**src/rtl/jddr_pkg.sv**
```systemverilog
`timescale 1ns / 1ps

package jddr_pkg;

	// Zone codes reported with each result
	typedef enum logic [3:0] {
		ZONE_MID        = 4'd0,
		ZONE_RIGHT      = 4'd1,
		ZONE_LEFT       = 4'd2,
		ZONE_FWD        = 4'd3,
		ZONE_BACK       = 4'd4,
		ZONE_RIGHT_FWD  = 4'd5,
		ZONE_LEFT_FWD   = 4'd6,
		ZONE_RIGHT_BACK = 4'd7,
		ZONE_LEFT_BACK  = 4'd8
	} zone_t;

	// Configuration register indexes
	typedef enum logic [1:0] {
		CFG_DEAD_ZONE   = 2'd0,
		CFG_UPPER_LIMIT = 2'd1,
		CFG_LOWER_LIMIT = 2'd2
	} cfg_idx_t;

	localparam int unsigned DZ_W   = 7;
	localparam int unsigned DRV_W  = 8;
	localparam int unsigned STK_W  = 8;
	localparam int unsigned CFG_W  = 8;

	localparam logic [DZ_W-1:0]         DZ_RST    = 7'd20;
	localparam logic signed [DRV_W-1:0] UPPER_RST = 8'sd122;
	localparam logic signed [DRV_W-1:0] LOWER_RST = -8'sd121;

	typedef logic signed [DRV_W-1:0] drive_t;

	// Limits handed to the ramp logic
	typedef struct packed {
		drive_t upper;
		drive_t lower;
	} limits_t;

	// Step up only while below the upper limit
	function automatic drive_t step_up(input drive_t d, input drive_t lim);
		step_up = (d < lim) ? drive_t'(d + 8'sd1) : d;
	endfunction

	// Step down only while above the lower limit
	function automatic drive_t step_down(input drive_t d, input drive_t lim);
		step_down = (d > lim) ? drive_t'(d - 8'sd1) : d;
	endfunction

endpackage

```
**src/rtl/jddr_zone.sv**
```systemverilog
`timescale 1ns / 1ps

module jddr_zone (
	input  logic signed [jddr_pkg::STK_W-1:0] x,
	input  logic signed [jddr_pkg::STK_W-1:0] y,
	input  logic        [jddr_pkg::DZ_W-1:0]  dead_zone,
	output jddr_pkg::zone_t                   zone
);

	logic signed [jddr_pkg::STK_W:0] x9, y9, dz_p, dz_n;
	logic xc, yc, xp, xn, yp, yn;

	// Widen by one bit so the negated dead zone fits
	assign x9   = {x[jddr_pkg::STK_W-1], x};
	assign y9   = {y[jddr_pkg::STK_W-1], y};
	assign dz_p = {2'b00, dead_zone};
	assign dz_n = -dz_p;

	assign xc = (x9 > dz_n) && (x9 < dz_p);
	assign yc = (y9 > dz_n) && (y9 < dz_p);
	assign xp = x9 >= dz_p;
	assign xn = x9 <= dz_n;
	assign yp = y9 >= dz_p;
	assign yn = y9 <= dz_n;

	// Classify in priority order; first match wins
	always_comb begin
		if (xc && yc)      zone = jddr_pkg::ZONE_MID;
		else if (xp && yp) zone = jddr_pkg::ZONE_RIGHT_FWD;
		else if (xp && yn) zone = jddr_pkg::ZONE_RIGHT_BACK;
		else if (xn && yp) zone = jddr_pkg::ZONE_LEFT_FWD;
		else if (xn && yn) zone = jddr_pkg::ZONE_LEFT_BACK;
		else if (xc && yp) zone = jddr_pkg::ZONE_FWD;
		else if (xc && yn) zone = jddr_pkg::ZONE_BACK;
		else if (xp && yc) zone = jddr_pkg::ZONE_RIGHT;
		else if (xn && yc) zone = jddr_pkg::ZONE_LEFT;
		else               zone = jddr_pkg::ZONE_MID;
	end

endmodule

```
**src/rtl/jddr_ramp.sv**
```systemverilog
`timescale 1ns / 1ps

module jddr_ramp (
	input  logic                clk,
	input  logic                arst_n,
	input  logic                upd,
	input  jddr_pkg::zone_t     zone,
	input  jddr_pkg::limits_t   lim,
	output jddr_pkg::drive_t    right_nxt,
	output jddr_pkg::drive_t    left_nxt
);

	jddr_pkg::drive_t right_q, left_q;
	jddr_pkg::drive_t r1, r2, l1, l2;

	// Next drives for each zone; the diagonals double-step one drive
	always_comb begin
		r1 = right_q;
		r2 = right_q;
		l1 = left_q;
		l2 = left_q;
		right_nxt = right_q;
		left_nxt  = left_q;
		unique case (zone)
			jddr_pkg::ZONE_FWD: begin
				right_nxt = jddr_pkg::step_up(right_q, lim.upper);
				left_nxt  = jddr_pkg::step_up(left_q, lim.upper);
			end
			jddr_pkg::ZONE_LEFT: begin
				right_nxt = jddr_pkg::step_up(right_q, lim.upper);
				left_nxt  = jddr_pkg::step_down(left_q, lim.lower);
			end
			jddr_pkg::ZONE_RIGHT: begin
				right_nxt = jddr_pkg::step_down(right_q, lim.lower);
				left_nxt  = jddr_pkg::step_up(left_q, lim.upper);
			end
			jddr_pkg::ZONE_BACK: begin
				right_nxt = jddr_pkg::step_down(right_q, lim.lower);
				left_nxt  = jddr_pkg::step_down(left_q, lim.lower);
			end
			jddr_pkg::ZONE_LEFT_FWD: begin
				r1 = jddr_pkg::step_up(right_q, lim.upper);
				r2 = jddr_pkg::step_up(r1, lim.upper);
				right_nxt = r2;
				left_nxt  = (r2 < lim.upper) ? jddr_pkg::step_up(left_q, lim.upper)
				                             : jddr_pkg::step_down(left_q, lim.lower);
			end
			jddr_pkg::ZONE_RIGHT_FWD: begin
				l1 = jddr_pkg::step_up(left_q, lim.upper);
				l2 = jddr_pkg::step_up(l1, lim.upper);
				left_nxt  = l2;
				right_nxt = (l2 < lim.upper) ? jddr_pkg::step_up(right_q, lim.upper)
				                             : jddr_pkg::step_down(right_q, lim.lower);
			end
			jddr_pkg::ZONE_LEFT_BACK: begin
				l1 = jddr_pkg::step_down(left_q, lim.lower);
				l2 = jddr_pkg::step_down(l1, lim.lower);
				left_nxt  = l2;
				right_nxt = (l2 > lim.lower) ? jddr_pkg::step_down(right_q, lim.lower)
				                             : jddr_pkg::step_up(right_q, lim.upper);
			end
			jddr_pkg::ZONE_RIGHT_BACK: begin
				r1 = jddr_pkg::step_down(right_q, lim.lower);
				r2 = jddr_pkg::step_down(r1, lim.lower);
				right_nxt = r2;
				left_nxt  = (r2 > lim.lower) ? jddr_pkg::step_down(left_q, lim.lower)
				                             : jddr_pkg::step_up(left_q, lim.upper);
			end
			default: begin
				// Hold both drives in the middle zone
				right_nxt = right_q;
				left_nxt  = left_q;
			end
		endcase
	end

	// Commit the drives when a request moves to the result stage
	always_ff @(posedge clk or negedge arst_n) begin
		if (!arst_n) begin
			right_q <= '0;
			left_q  <= '0;
		end else if (upd) begin
			right_q <= right_nxt;
			left_q  <= left_nxt;
		end
	end

endmodule

```
**src/rtl/joystick_differential_drive_ramp_unit.sv**
```systemverilog
`timescale 1ns / 1ps

// Joystick differential-drive ramp. Each request is one signed stick sample;
// it is sorted into one of nine zones (deadband, four axes, four diagonals)
// and the kept right and left drive values are ramped in single or double steps within
// upper_limit/lower_limit. One request is taken every cycle while in_stall is low;
// its result passes through the input register and then the result register,
// and the drives update in the one pass from the input register to the
// result register. Both drives reset to zero. Write the configuration
// registers (0 dead_zone, 1 upper_limit, 2 lower_limit) only while the block
// is idle.
module joystick_differential_drive_ramp_unit (
	input  logic                              clk,
	input  logic                              arst_n,
	input  logic                              in_valid,
	output logic                              in_stall,
	input  logic signed [jddr_pkg::STK_W-1:0] stick_x,
	input  logic signed [jddr_pkg::STK_W-1:0] stick_y,
	output logic                              out_valid,
	input  logic                              out_stall,
	output logic        [3:0]                 zone,
	output logic signed [jddr_pkg::DRV_W-1:0] right_drive_out,
	output logic signed [jddr_pkg::DRV_W-1:0] left_drive_out,
	input  logic                              cfg_wen,
	input  logic        [1:0]                 cfg_addr,
	input  logic        [jddr_pkg::CFG_W-1:0] cfg_wdata
);

	logic [jddr_pkg::DZ_W-1:0] dead_zone_q;
	jddr_pkg::limits_t         lim_q;

	logic                              valid_s1;
	logic signed [jddr_pkg::STK_W-1:0] x_s1, y_s1;
	logic                              valid_s2;
	jddr_pkg::zone_t                   zone_s2;
	jddr_pkg::drive_t                  right_s2, left_s2;

	logic             adv_s2, adv_s1;
	jddr_pkg::zone_t  zone_c;
	jddr_pkg::drive_t right_c, left_c;

	// Configuration registers
	always_ff @(posedge clk or negedge arst_n) begin
		if (!arst_n) begin
			dead_zone_q <= jddr_pkg::DZ_RST;
			lim_q.upper <= jddr_pkg::UPPER_RST;
			lim_q.lower <= jddr_pkg::LOWER_RST;
		end else if (cfg_wen) begin
			unique case (jddr_pkg::cfg_idx_t'(cfg_addr))
				jddr_pkg::CFG_DEAD_ZONE:   dead_zone_q <= cfg_wdata[jddr_pkg::DZ_W-1:0];
				jddr_pkg::CFG_UPPER_LIMIT: lim_q.upper <= cfg_wdata;
				jddr_pkg::CFG_LOWER_LIMIT: lim_q.lower <= cfg_wdata;
				default: ;
			endcase
		end
	end

	// Handshake: result stage frees when empty or taken
	assign adv_s2   = !valid_s2 || !out_stall;
	assign adv_s1   = valid_s1 && adv_s2;
	assign in_stall = valid_s1 && !adv_s2;

	// Input register
	always_ff @(posedge clk or negedge arst_n) begin
		if (!arst_n) begin
			valid_s1 <= 1'b0;
		end else if (!in_stall) begin
			valid_s1 <= in_valid;
		end
	end

	always_ff @(posedge clk) begin
		if (in_valid && !in_stall) begin
			x_s1 <= stick_x;
			y_s1 <= stick_y;
		end
	end

	jddr_zone u_zone (
		.x         (x_s1),
		.y         (y_s1),
		.dead_zone (dead_zone_q),
		.zone      (zone_c)
	);

	jddr_ramp u_ramp (
		.clk       (clk),
		.arst_n    (arst_n),
		.upd       (adv_s1),
		.zone      (zone_c),
		.lim       (lim_q),
		.right_nxt (right_c),
		.left_nxt  (left_c)
	);

	// Result register
	always_ff @(posedge clk or negedge arst_n) begin
		if (!arst_n) begin
			valid_s2 <= 1'b0;
		end else if (adv_s2) begin
			valid_s2 <= valid_s1;
		end
	end

	always_ff @(posedge clk) begin
		if (adv_s1) begin
			zone_s2  <= zone_c;
			right_s2 <= right_c;
			left_s2  <= left_c;
		end
	end

	assign out_valid       = valid_s2;
	assign zone            = zone_s2;
	assign right_drive_out = right_s2;
	assign left_drive_out  = left_s2;

endmodule

```
**config.mk**
```make
export PLATFORM = sky130hd
export DESIGN_NAME = joystick_differential_drive_ramp_unit
export DESIGN_NICKNAME = d
export VERILOG_FILES = /design/src/rtl/jddr_pkg.sv /design/src/rtl/jddr_zone.sv /design/src/rtl/jddr_ramp.sv /design/src/rtl/joystick_differential_drive_ramp_unit.sv
export SDC_FILE = /design/constraint.sdc
export NUM_CORES = 1
export LEC_CHECK = 0
export ABC_AREA = 0
export BUFFER_PORTS_ARGS = -buffer_cell sky130_fd_sc_hd__buf_2
export CAP_MARGIN = 5
export CORE_MARGIN = 3
export CORE_UTILIZATION = 24
export DETAILED_ROUTE_END_ITERATION = 12
export PLACE_DENSITY = 0.4
export REMOVE_ABC_BUFFERS = 1
export SYNTH_ARGS = -nofsm -noshare
export SYNTH_HDL_FRONTEND = slang
export SYNTH_SLANG_ARGS = --single-unit
```
**constraint.sdc**
```tcl
create_clock -name clk -period 11.3 [get_ports clk]
set_input_delay 2.26 -clock clk [delete_from_list [all_inputs] [get_ports clk]]
set_output_delay 2.26 -clock clk [all_outputs]
set_load 0.02 [all_outputs]
```
## Yosys cells after proc, flatten, opt, wreduce, memory -nomap -nowiden

Cells that the tools add are included.

- Register bits after elaboration: 77
- Logic and storage cells: 101

- $add $sub $neg: 9
- $lt $le $gt $ge: 20
- Equal/unequal tests: 10
- Muxes and demuxes: 23
- Reductions and logical operators: 27

Operator list:

| kind | number |
|---|---|
| $mux W8 | 12 |
| $pmux W8 S6 | 2 |
| $lt A8 B8 Y1 | 8 |
| $gt A8 B8 Y1 | 6 |
| $add A8 B2 Y8 const B | 4 |
| $mux W4 | 8 |
| $sub A8 B2 Y8 const B | 4 |
| $gt A8 B9 Y1 | 2 |
| $le A8 B9 Y1 | 2 |
| $eq A4 B3 Y1 const B | 4 |
| $ge A8 B8 Y1 | 2 |
| $logic_and A1 B1 Y1 | 14 |
| $neg A7 Y9 | 1 |
| $eq A4 B2 Y1 const B | 2 |
| $reduce_or A2 Y1 | 4 |
| $reduce_and A2 Y1 | 3 |
| $eq A4 B1 Y1 const B | 1 |
| $eq A4 B4 Y1 const B | 1 |
| $logic_not A1 Y1 | 4 |
| $eq A2 B1 Y1 const B | 1 |
| $eq A2 B2 Y1 const B | 1 |
| $logic_not A2 Y1 | 1 |
| $mux W2 | 1 |
| $logic_or A1 B1 Y1 | 1 |

## Longest topological paths before layout

Gate-level depths: netlist of the first run.

- Word-level depth: 16
- Mapped depth: 30

## Hierarchy

Synthesis of the first run repeated with hierarchy kept, for this count alone.

- Cell total of the unflattened synthesis: 981
- Area total of the unflattened synthesis: 8,805.9 µm²

Modules (own cells, without submodules):

| module | times used | cells an instance | area each (µm²) |
|---|---|---|---|
| jddr_ramp | 1 | 753 | 5,691.7 |
| joystick_differential_drive_ramp_unit | 1 | 93 | 2,057.0 |
| jddr_zone | 1 | 135 | 1,057.3 |

## Worst setup path after synthesis of the first run

OpenSTA, ideal clock, no wires.

- Path kind: reg2reg
- Start point: reg lim_q[7] (netlist bit)
- End point: reg left_s2[7], in the netlist left_drive_out[7], data pin
- Arrival time: 6.018 ns
- Data required time: 11.029 ns
- Path slack: 5.011 ns
- Cell stages (with the launch flop): 28
- Cell sequence: dfstp_2 > inv_1 > ha_1 > a211oi_2 > nand3b_1 > o211a_2 > or2_1 > and3_1 > xnor2_1 > inv_1 > ha_1 > nand3_1 > o21ai_0 > o32ai_1 > nand2_1 > or3_1 > xnor2_1 > ha_1 > o21a_1 > o21ai_0 > a21oi_1 > o41ai_1 > a211o_1 > a21o_1 > a21boi_1 > a21boi_1 > a2111oi_2 > a21oi_1

- Cells in the longest elaborated chain, start to end: 7

Ends and longest elaborated chain:

| element | line | text |
|---|---|---|
| from (decl) | joystick_differential_drive_ramp_unit.sv:30 | `jddr_pkg::limits_t lim_q;` |
| $gt A8 B8 Y1 | jddr_pkg.sv:49 | `step_down = (d > lim) ? drive_t'(d - 8'sd1) : d;` |
| $mux W8 | jddr_pkg.sv:49 |  |
| $sub A8 B2 Y8 / $gt A8 B8 Y1 (equally long branches) | jddr_pkg.sv:49 |  |
| $mux W8 | jddr_pkg.sv:49 |  |
| $gt A8 B8 Y1 | jddr_ramp.sv:66 | `left_nxt = (r2 > lim.lower) ? jddr_pkg::step_down(left_q, lim.lower)` |
| $mux W8 | jddr_ramp.sv:66 |  |
| $pmux W8 S6 * | jddr_ramp.sv:24 | `unique case (zone)` |
| net left_c[7] | joystick_differential_drive_ramp_unit.sv:40 | `jddr_pkg::drive_t right_c, left_c;` |
| to (signal assigned) | joystick_differential_drive_ramp_unit.sv:109 | `left_s2 <= left_c;` |
| to (decl) | joystick_differential_drive_ramp_unit.sv:36 | `jddr_pkg::drive_t right_s2, left_s2;` |

Mark *: on every way through the listed nets, which the timed path passes. The rest lies on a longest branch.
A chain may end at the register's enable or synchronous reset.

## Final worst setup path of the first run

- Start point: reg u_ramp.right_q[3]
- End point: reg left_s2[4], in the netlist left_drive_out[4], data pin

- Cells in the longest elaborated chain, start to end: 7

Ends and longest elaborated chain:

| element | line | text |
|---|---|---|
| from (decl) | jddr_ramp.sv:13 | `jddr_pkg::drive_t right_q, left_q;` |
| from (signal assigned) | jddr_ramp.sv:83 | `right_q <= right_nxt;` |
| $sub A8 B2 Y8 (tied with other cells) | jddr_pkg.sv:49 |  |
| $mux W8 (on tied branches) | jddr_pkg.sv:49, jddr_pkg.sv:44 |  |
| $sub A8 B2 Y8 (tied with other cells) | jddr_pkg.sv:49 |  |
| $mux W8 (on tied branches) | jddr_pkg.sv:49, jddr_pkg.sv:44 |  |
| $gt A8 B8 Y1 / $lt A8 B8 Y1 (equally long branches) | jddr_ramp.sv:66, jddr_ramp.sv:45 |  |
| $mux W8 (on tied branches) | jddr_ramp.sv:66, jddr_ramp.sv:45 |  |
| $pmux W8 S6 * | jddr_ramp.sv:24 |  |
| net left_c[4] | joystick_differential_drive_ramp_unit.sv:40 |  |

Marked as above.

==> results of run 1 <==
[logic make-up (layout without fill, tap and decap cells)]
logic type,Yosys count,count (layout),share of synthesized area
fa+ha+maj,129,129,0.185
xor+xnor,58,58,0.0591
compound gates,275,275,0.232
simple gates,340,340,0.200
buf+inv,99,149,0.0457
mux,28,28,0.0358
flops,77,77,0.243
[final cells by class]
type | instances | share of cell area
Inverter | 71 | 0.0272
Sequential cell | 77 | 0.217
Multi-Input combinational cell | 830 | 0.635
Clock buffer | 13 | 0.0266
Timing Repair Buffer | 62 | 0.0342
Tap cell | 461 | 0.0589
Clock inverter | 3 | 0.00179
[how the worst max path moves through the flow]
stage | slack, ns | start | endpoint | cells after the start
2_1_floorplan | 5.00 | lim_q[7] | left_drive_out[7] | 27
3_3_place_gp | 3.12 | lim_q[7] | left_drive_out[4] | 25
3_5_place_dp | 3.34 | lim_q[7] | left_drive_out[4] | 25
4_1_cts | 3.27 | lim_q[7] | left_drive_out[4] | 25
5_1_grt | 2.55 | u_ramp.right_q[3] | left_drive_out[4] | 25
6_report | 3.27 | u_ramp.right_q[3] | left_drive_out[4] | 25
[worst reg2reg max path, delay by kind of cell (launching register included)]
kind                       cells  cell delay, ns
AOI/OAI and AO/OA             16            4.79
buffers and inverters          1            0.22
and+or+nand+nor                3            0.44
xor gates and xnor gates       2            0.51
DFF                            1            0.83
adders and majority gates      3            0.97
[layout by cell type (no fill, tap or decap), types with 15 or more instances in the layout]
cell type	Yosys	layout
nor3_1	34	34
nor2_1	82	81
a21oi_1	61	61
edfxtp_1	36	36
ha_1	129	129
dfrtp_1	30	30
buf_2	4	52
mux2_2	18	18
inv_1	69	69
nand2_1	69	69
xor2_1	16	16
o211ai_1	15	15
nand3_1	33	33
xnor2_1	41	41
o21ai_0	44	44
nand2b_1	18	18
nand4_1	17	17
o21a_1	17	17
[per-layer routing]
| metal | track usage | vias to the layer above | part of all wire |
|---|---|---|---|
| met5 | 0 | - | 0 |
| li1 | - | 3865 | - |
| met3 | 0.0198 | 37 | 0.027 |
| met2 | 0.253 | 150 | 0.45 |
| met1 | 0.224 | 3800 | 0.50 |
| met4 | 0.0499 | 0 | 0.022 |
[metrics by stage]
step	std cells	total power, uW	utilization	setup WS [ns]
2_1_floorplan	978	2180	-	5.00
3_3_place_gp	1501	2890	0.266	3.12
3_5_place_dp	1501	2890	0.266	3.34
4_1_cts	1517	3190	0.274	3.27
5_1_grt	1517	3510	0.274	2.55
6_report	1517	3190	0.274	3.27
[power groups by stage]
stage	Clock, uW	Combinational [uW]	Sequential (uW)
after detailed placement	0	2350	533
after CTS	294	2370	528
final	283	2380	528
after global routing	308	2660	542
after global placement	0	2360	534
after floorplan	0	1650	531
[state kept, by name, summed over array words and instances (netlist names), 7 cells and up]
| register | cells |
|---|---|
| lim_q | 16 |
| left_drive_out | 8 |
| right_drive_out | 8 |
| u_ramp.left_q | 8 |
| u_ramp.right_q | 8 |
| x_s1 | 8 |
| y_s1 | 8 |
| dead_zone_q | 7 |
==> metrics.cfg, run 1 <==
[detailed_routing]
wl_um = 30500
vias = 7852
drcViolationCount = 0
drt_first_pass_iters = 6
initialDrtViolationCount = 520
wl_per_cell_um = 20.1
vias_per_cell = 5.18
ant_nets = 0

[timing]
slew_violations = 0
setup_viol_count_final = 0
fin_hold_ws_ns = 0.495
fmax_mhz = 124
rsz0062_at_grt = no
hold_viol = 0
maxSlewHeadroom = 0.296
min_period_over_period = 0.711
setup_tns_ns = 0
tightest_slew_ns = 1.05
period_minus_slack_ns = 8.03
skew_ns = 0.0135

[power_and_ir_drop]
p_comb_frac = 0.746
p_leak_uw = 0.00404
power_density_mw_per_mm2 = 326
pwr-share-clk = 0.089
p_switching_uw = 1740
seq_power_share = 0.165
p_sw_frac = 0.545
p_int_uw = 1450
worst_ir_drop_vdd_mv = 0.0864

[floorplan]
core.rowCount = 69
ios = 53
die_height_um = 197
core_mm2 = 0.0357
initial_utilization = 0.244
die_w_um = 197
design.die.area_mm2 = 0.0387

[run]
cap_violations = 0

[global_routing]
grt_pass1_vias = 7683
grtUsageTotal = 0.159
antenna_found_initial = 0
grt_max_degree = 42
grt_pass1_wl_um = 46900
grt_remaining_overflow = 0

[synth]
synth_warnings = 0
synth_seq_cells = 77
synth_area_leader_cell = ha_1
avgSynthCellArea_um2 = 8.68
synth.top_cell.area_share = 0.185
yosysMostFrequentCell = ha_1
synth_async_sr_flop_share = 0.532
ys_types = 92
synth_edf_count = 36
synthTopCellsByArea = ha_1 (18%), edfxtp_1 (12%), dfrtp_1 (8.6%), xnor2_1 (4.1%), nor2_1 (3.5%)
netlist_instances = 1006
synth-seq-area-share = 0.243
synth_ff_type = edfxtp_1
synth_commonest_cells = ha_1 (129), nor2_1 (82), inv_1 (69), nand2_1 (69), a21oi_1 (61)
netlist_area_mm2 = 0.00873

[layout]
n_fill_cell = 3873
drive_above_1_share = 0.135
multi_input_area_mm2 = 0.00622
syn2layout_area_growth_pct = 12.2
ff_latch_area_mm2 = 0.00212
diodes = 0
finalInstanceArea_mm2 = 0.00979
nets = 1211

[critical_path]
cp_data_required_time_ns = 11.36
r2r-end = left_drive_out[4]
startpoint_type = flip-flop
critPathMaxFanout = 21
reg2reg_depth = 25
cp_top_family = compound AO/OA/AOI/OAI gates
crit_path_top_delay_cell = dfrtp_1
ff2ff_setup_slack_ns = 3.27
crit_buf_inv = 1
cp_data_arrival_time_ns = 8.10
cp-end-kind = flip-flop
crit_type = reg -> reg
timing.rr.start = u_ramp.right_q[3]
crit_path_max_incr_delay_ns = 0.83

[clocking]
clk_latency_ns = 0.36
clk_pin_slew_ns = 0.06
cts_made_buffers = 9
cts_resized = 0
clock-sinks = 77
holdBufCountCts = 0
htree_num_levels = 3
clockRootBuffer = clkbuf_16
cts_tree = built
clockBufferDepth = 2
cts_setup_buffers = 0

[place]
place.detailed.hpwl_um = 23900
numPortBuffers = 52
gp_congestion = 0.874
place_area_mm2 = 0.00952

[min_path]
hold_end = out_valid
min_path_type = reg -> reg
hp-start = valid_s1
holdPathStages = 1

[run_status]
status = complete, no violations

No activity file was read; power rests on OpenSTA's default activity.
==> inputs of run 2 (changes only) <==
--- a/config.mk
+++ b/config.mk
@@ -5,13 +5,13 @@
 export SDC_FILE = /design/constraint.sdc
 export NUM_CORES = 1
 export LEC_CHECK = 0
-export ABC_AREA = 0
+export ABC_AREA = 1
 export BUFFER_PORTS_ARGS = -buffer_cell sky130_fd_sc_hd__buf_2
 export CAP_MARGIN = 5
 export CORE_MARGIN = 3
 export CORE_UTILIZATION = 24
 export DETAILED_ROUTE_END_ITERATION = 12
-export PLACE_DENSITY = 0.4
+export PLACE_DENSITY = 0.42
 export REMOVE_ABC_BUFFERS = 1
 export SYNTH_ARGS = -nofsm -noshare
 export SYNTH_HDL_FRONTEND = slang
==> constraint.sdc (replaced) <==
create_clock -name clk -period 6.9 [get_ports clk]
set_input_delay 1.38 -clock clk [delete_from_list [all_inputs] [get_ports clk]]
set_output_delay 1.38 -clock clk [all_outputs]
set_load 0.02 [all_outputs]
==> metrics.cfg, run 2 <==
[timing]
setup_viol_count_final = 0  ; unchanged
rsz0062_at_grt = no
skew_ns = 0.00842  ; -0.00508 ns
period_minus_slack_ns = 6.34  ; -1.69 ns
setup_tns_ns = 0  ; unchanged
min_period_over_period = 0.919  ; +0.209
maxSlewHeadroom = 0.343  ; +0.0469
fmax_mhz = 158  ; +27%
hold_viol = 0  ; unchanged
tightest_slew_ns = 0.983  ; -0.0670 ns
slew_violations = 0  ; unchanged

[detailed_routing]
vias_per_cell = 4.66  ; -10%
wl_per_cell_um = 17.0  ; -15%
drt_first_pass_iters = 5  ; -1
vias = 8132  ; +3.6%
drcViolationCount = 0  ; unchanged
initialDrtViolationCount = 449  ; -14%
ant_nets = 0  ; unchanged
wl_um = 29700  ; -2.6%

[global_routing]
grt_remaining_overflow = 0  ; unchanged
grt_pass1_wl_um = 46000  ; -1.9%
grt_pass1_vias = 7847  ; +2.1%
antenna_found_initial = 0  ; unchanged
grt_max_degree = 42  ; unchanged
grtUsageTotal = 0.157  ; -0.00197

[layout]
final_common_cell = nand2_1
n_fill_cell = 3773  ; -2.6%
largest_reg_flops = 16  ; unchanged
multi_input_area_mm2 = 0.00568  ; -8.6%
regMostFlops = lim_q
final_cell_mix = nand2_1 (322), inv_1 (163), ha_1 (129), nand3_1 (123), nor2_1 (65)
drive_above_1_share = 0.134  ; -0.00131
nets = 1445  ; +19%
diodes = 0  ; unchanged
syn2layout_area_growth_pct = 16.8
ff_latch_area_mm2 = 0.00212  ; unchanged

[place]
gp_congestion = 0.855  ; -2.2%
numPortBuffers = 52  ; unchanged
place.detailed.hpwl_um = 23900  ; about the same

[floorplan]
initial_utilization = 0.245  ; +0.000336
core.rowCount = 68  ; -1.4%
die_w_um = 194  ; -1.5%
die_height_um = 194  ; -1.5%
ios = 53  ; unchanged
design.die.area_mm2 = 0.0376  ; -2.9%
core_mm2 = 0.0346  ; -3.1%

[critical_path]
crit_path_max_incr_delay_ns = 0.53  ; -0.30 ns
crit_type = reg -> reg
critPathLaunch = lim_q[11]
ff2ff_setup_slack_ns = 0.56  ; -2.71 ns
crit_path_top_delay_cell = dfstp_2
reg2reg_depth = 31  ; +24%
critPathMaxFanout = 8  ; -62%
cp_data_required_time_ns = 7.07  ; -4.29 ns
crit_buf_inv = 6  ; +5
cp_data_arrival_time_ns = 6.51  ; -1.59 ns
cp-end-kind = flip-flop
cp_top_family = simple AND/OR/NAND/NOR gates
timing.rr.start = lim_q[11]
r2r-end = right_drive_out[3]
startpoint_type = flip-flop

[min_path]
min_path_type = reg -> reg
hold_end = out_valid
hp-start = valid_s1
holdPathStages = 2  ; +1

[synth]
synth-seq-area-share = 0.250  ; +0.00747
avgSynthCellArea_um2 = 7.08  ; -18%
synth_async_sr_flop_share = 0.532  ; unchanged
synth_edf_count = 36  ; unchanged
synth_warnings = 0  ; unchanged
synth_area_leader_cell = ha_1
synth.top_cell.area_share = 0.191  ; +0.00568
netlist_area_mm2 = 0.00847  ; -3.0%
yosysMostFrequentCell = nand2_1
synth_seq_cells = 77  ; unchanged
ys_types = 48  ; -48%
synthTopCellsByArea = ha_1 (19%), nand2_1 (14%), edfxtp_1 (13%), dfrtp_1 (8.9%), inv_1 (7.4%)
synth_ff_type = edfxtp_1
synth_commonest_cells = nand2_1 (323), inv_1 (166), ha_1 (129)
netlist_instances = 1196  ; +19%

[clocking]
clock-sinks = 77  ; unchanged
clockBufferDepth = 2  ; unchanged
clk_latency_ns = 0.37  ; about the same
htree_num_levels = 3  ; unchanged
clk_pin_slew_ns = 0.07  ; about the same
clockRootBuffer = clkbuf_16
cts_made_buffers = 9  ; unchanged
cts_tree = built

[run]
cap_violations = 0  ; unchanged

[run_status]
status = complete, no violations

## run 2: worst register-to-register path, delay by kind of cell, from the launching register on
family | cells | cell delay (ns)
AND/OR/NAND/NOR | 15 | 2.28
AO/OA/AOI/OAI | 5 | 1.24
adder cells (fa/ha/maj) | 3 | 0.96
buffers and inverters | 6 | 0.59
XOR/XNOR | 2 | 0.56
flip-flops | 1 | 0.53
## run 2: area by class of cell
cell class,count,share of cell area
Multi-Input combinational cell,928,0.575
Sequential cell,77,0.214
Timing Repair Buffer,92,0.0567
Inverter,177,0.0675
Clock inverter,7,0.00645
Tap cell,455,0.0576
Clock buffer,9,0.0228
## run 2: stage by stage
stage          area (um2)  hold WS, ns  std cells  setup WS [ns]  utilization
6_report             9890        0.482       1745          0.556        0.286
5_1_grt              9890        0.515       1745         0.0121        0.286
4_1_cts              9740        0.489       1735         0.0952        0.281
3_5_place_dp         9450        0.470       1719          0.107        0.273
3_3_place_gp         9450        0.468       1719         0.0929        0.273
2_1_floorplan        8400        0.448       1182           1.36            -
## run 2: how the worst max path moves through the flow
stage / cells past startpoint / slack (ns) / endpoint
3_5_place_dp: 37 / 0.11 / right_drive_out[2]
3_3_place_gp: 37 / 0.09 / right_drive_out[2]
4_1_cts: 37 / 0.1 / right_drive_out[2]
5_1_grt: 39 / 0.01 / u_ramp.right_q[1]
6_report: 31 / 0.56 / right_drive_out[3]
2_1_floorplan: 37 / 1.36 / right_drive_out[2]
## run 2: logic make-up (layout without fill, tap and decap cells)
logic type      after synthesis  count (layout)  synth area share
compound gates              169             169             0.123
xor+xnor                     50              50            0.0517
fa+ha+maj                   129             129             0.191
buf+inv                     191             285            0.0864
flops                        77              77             0.250
simple gates                580             580             0.298
## run 2: layer usage
metal / routed length (um) / global-route usage / up-vias
li1: - / - / 4186
met1: 14900 / 0.222 / 3743
met2: 13300 / 0.252 / 172
met3: 983 / 0.0193 / 31
met4: 580 / 0.0447 / 0
met5: 0 / 0 / -
## run 2: what timing repair did
action,4_1_cts,5_1_grt
setup endpoints to repair,0,16
hold buffers,0,0
gates resized for setup,0,15
setup buffers,0,10
endpoints found under the hold margin,0,0
Power of run 2 is not shown: default switching activity piles up to over one toggle a cycle in this logic, so the estimate is an artifact.
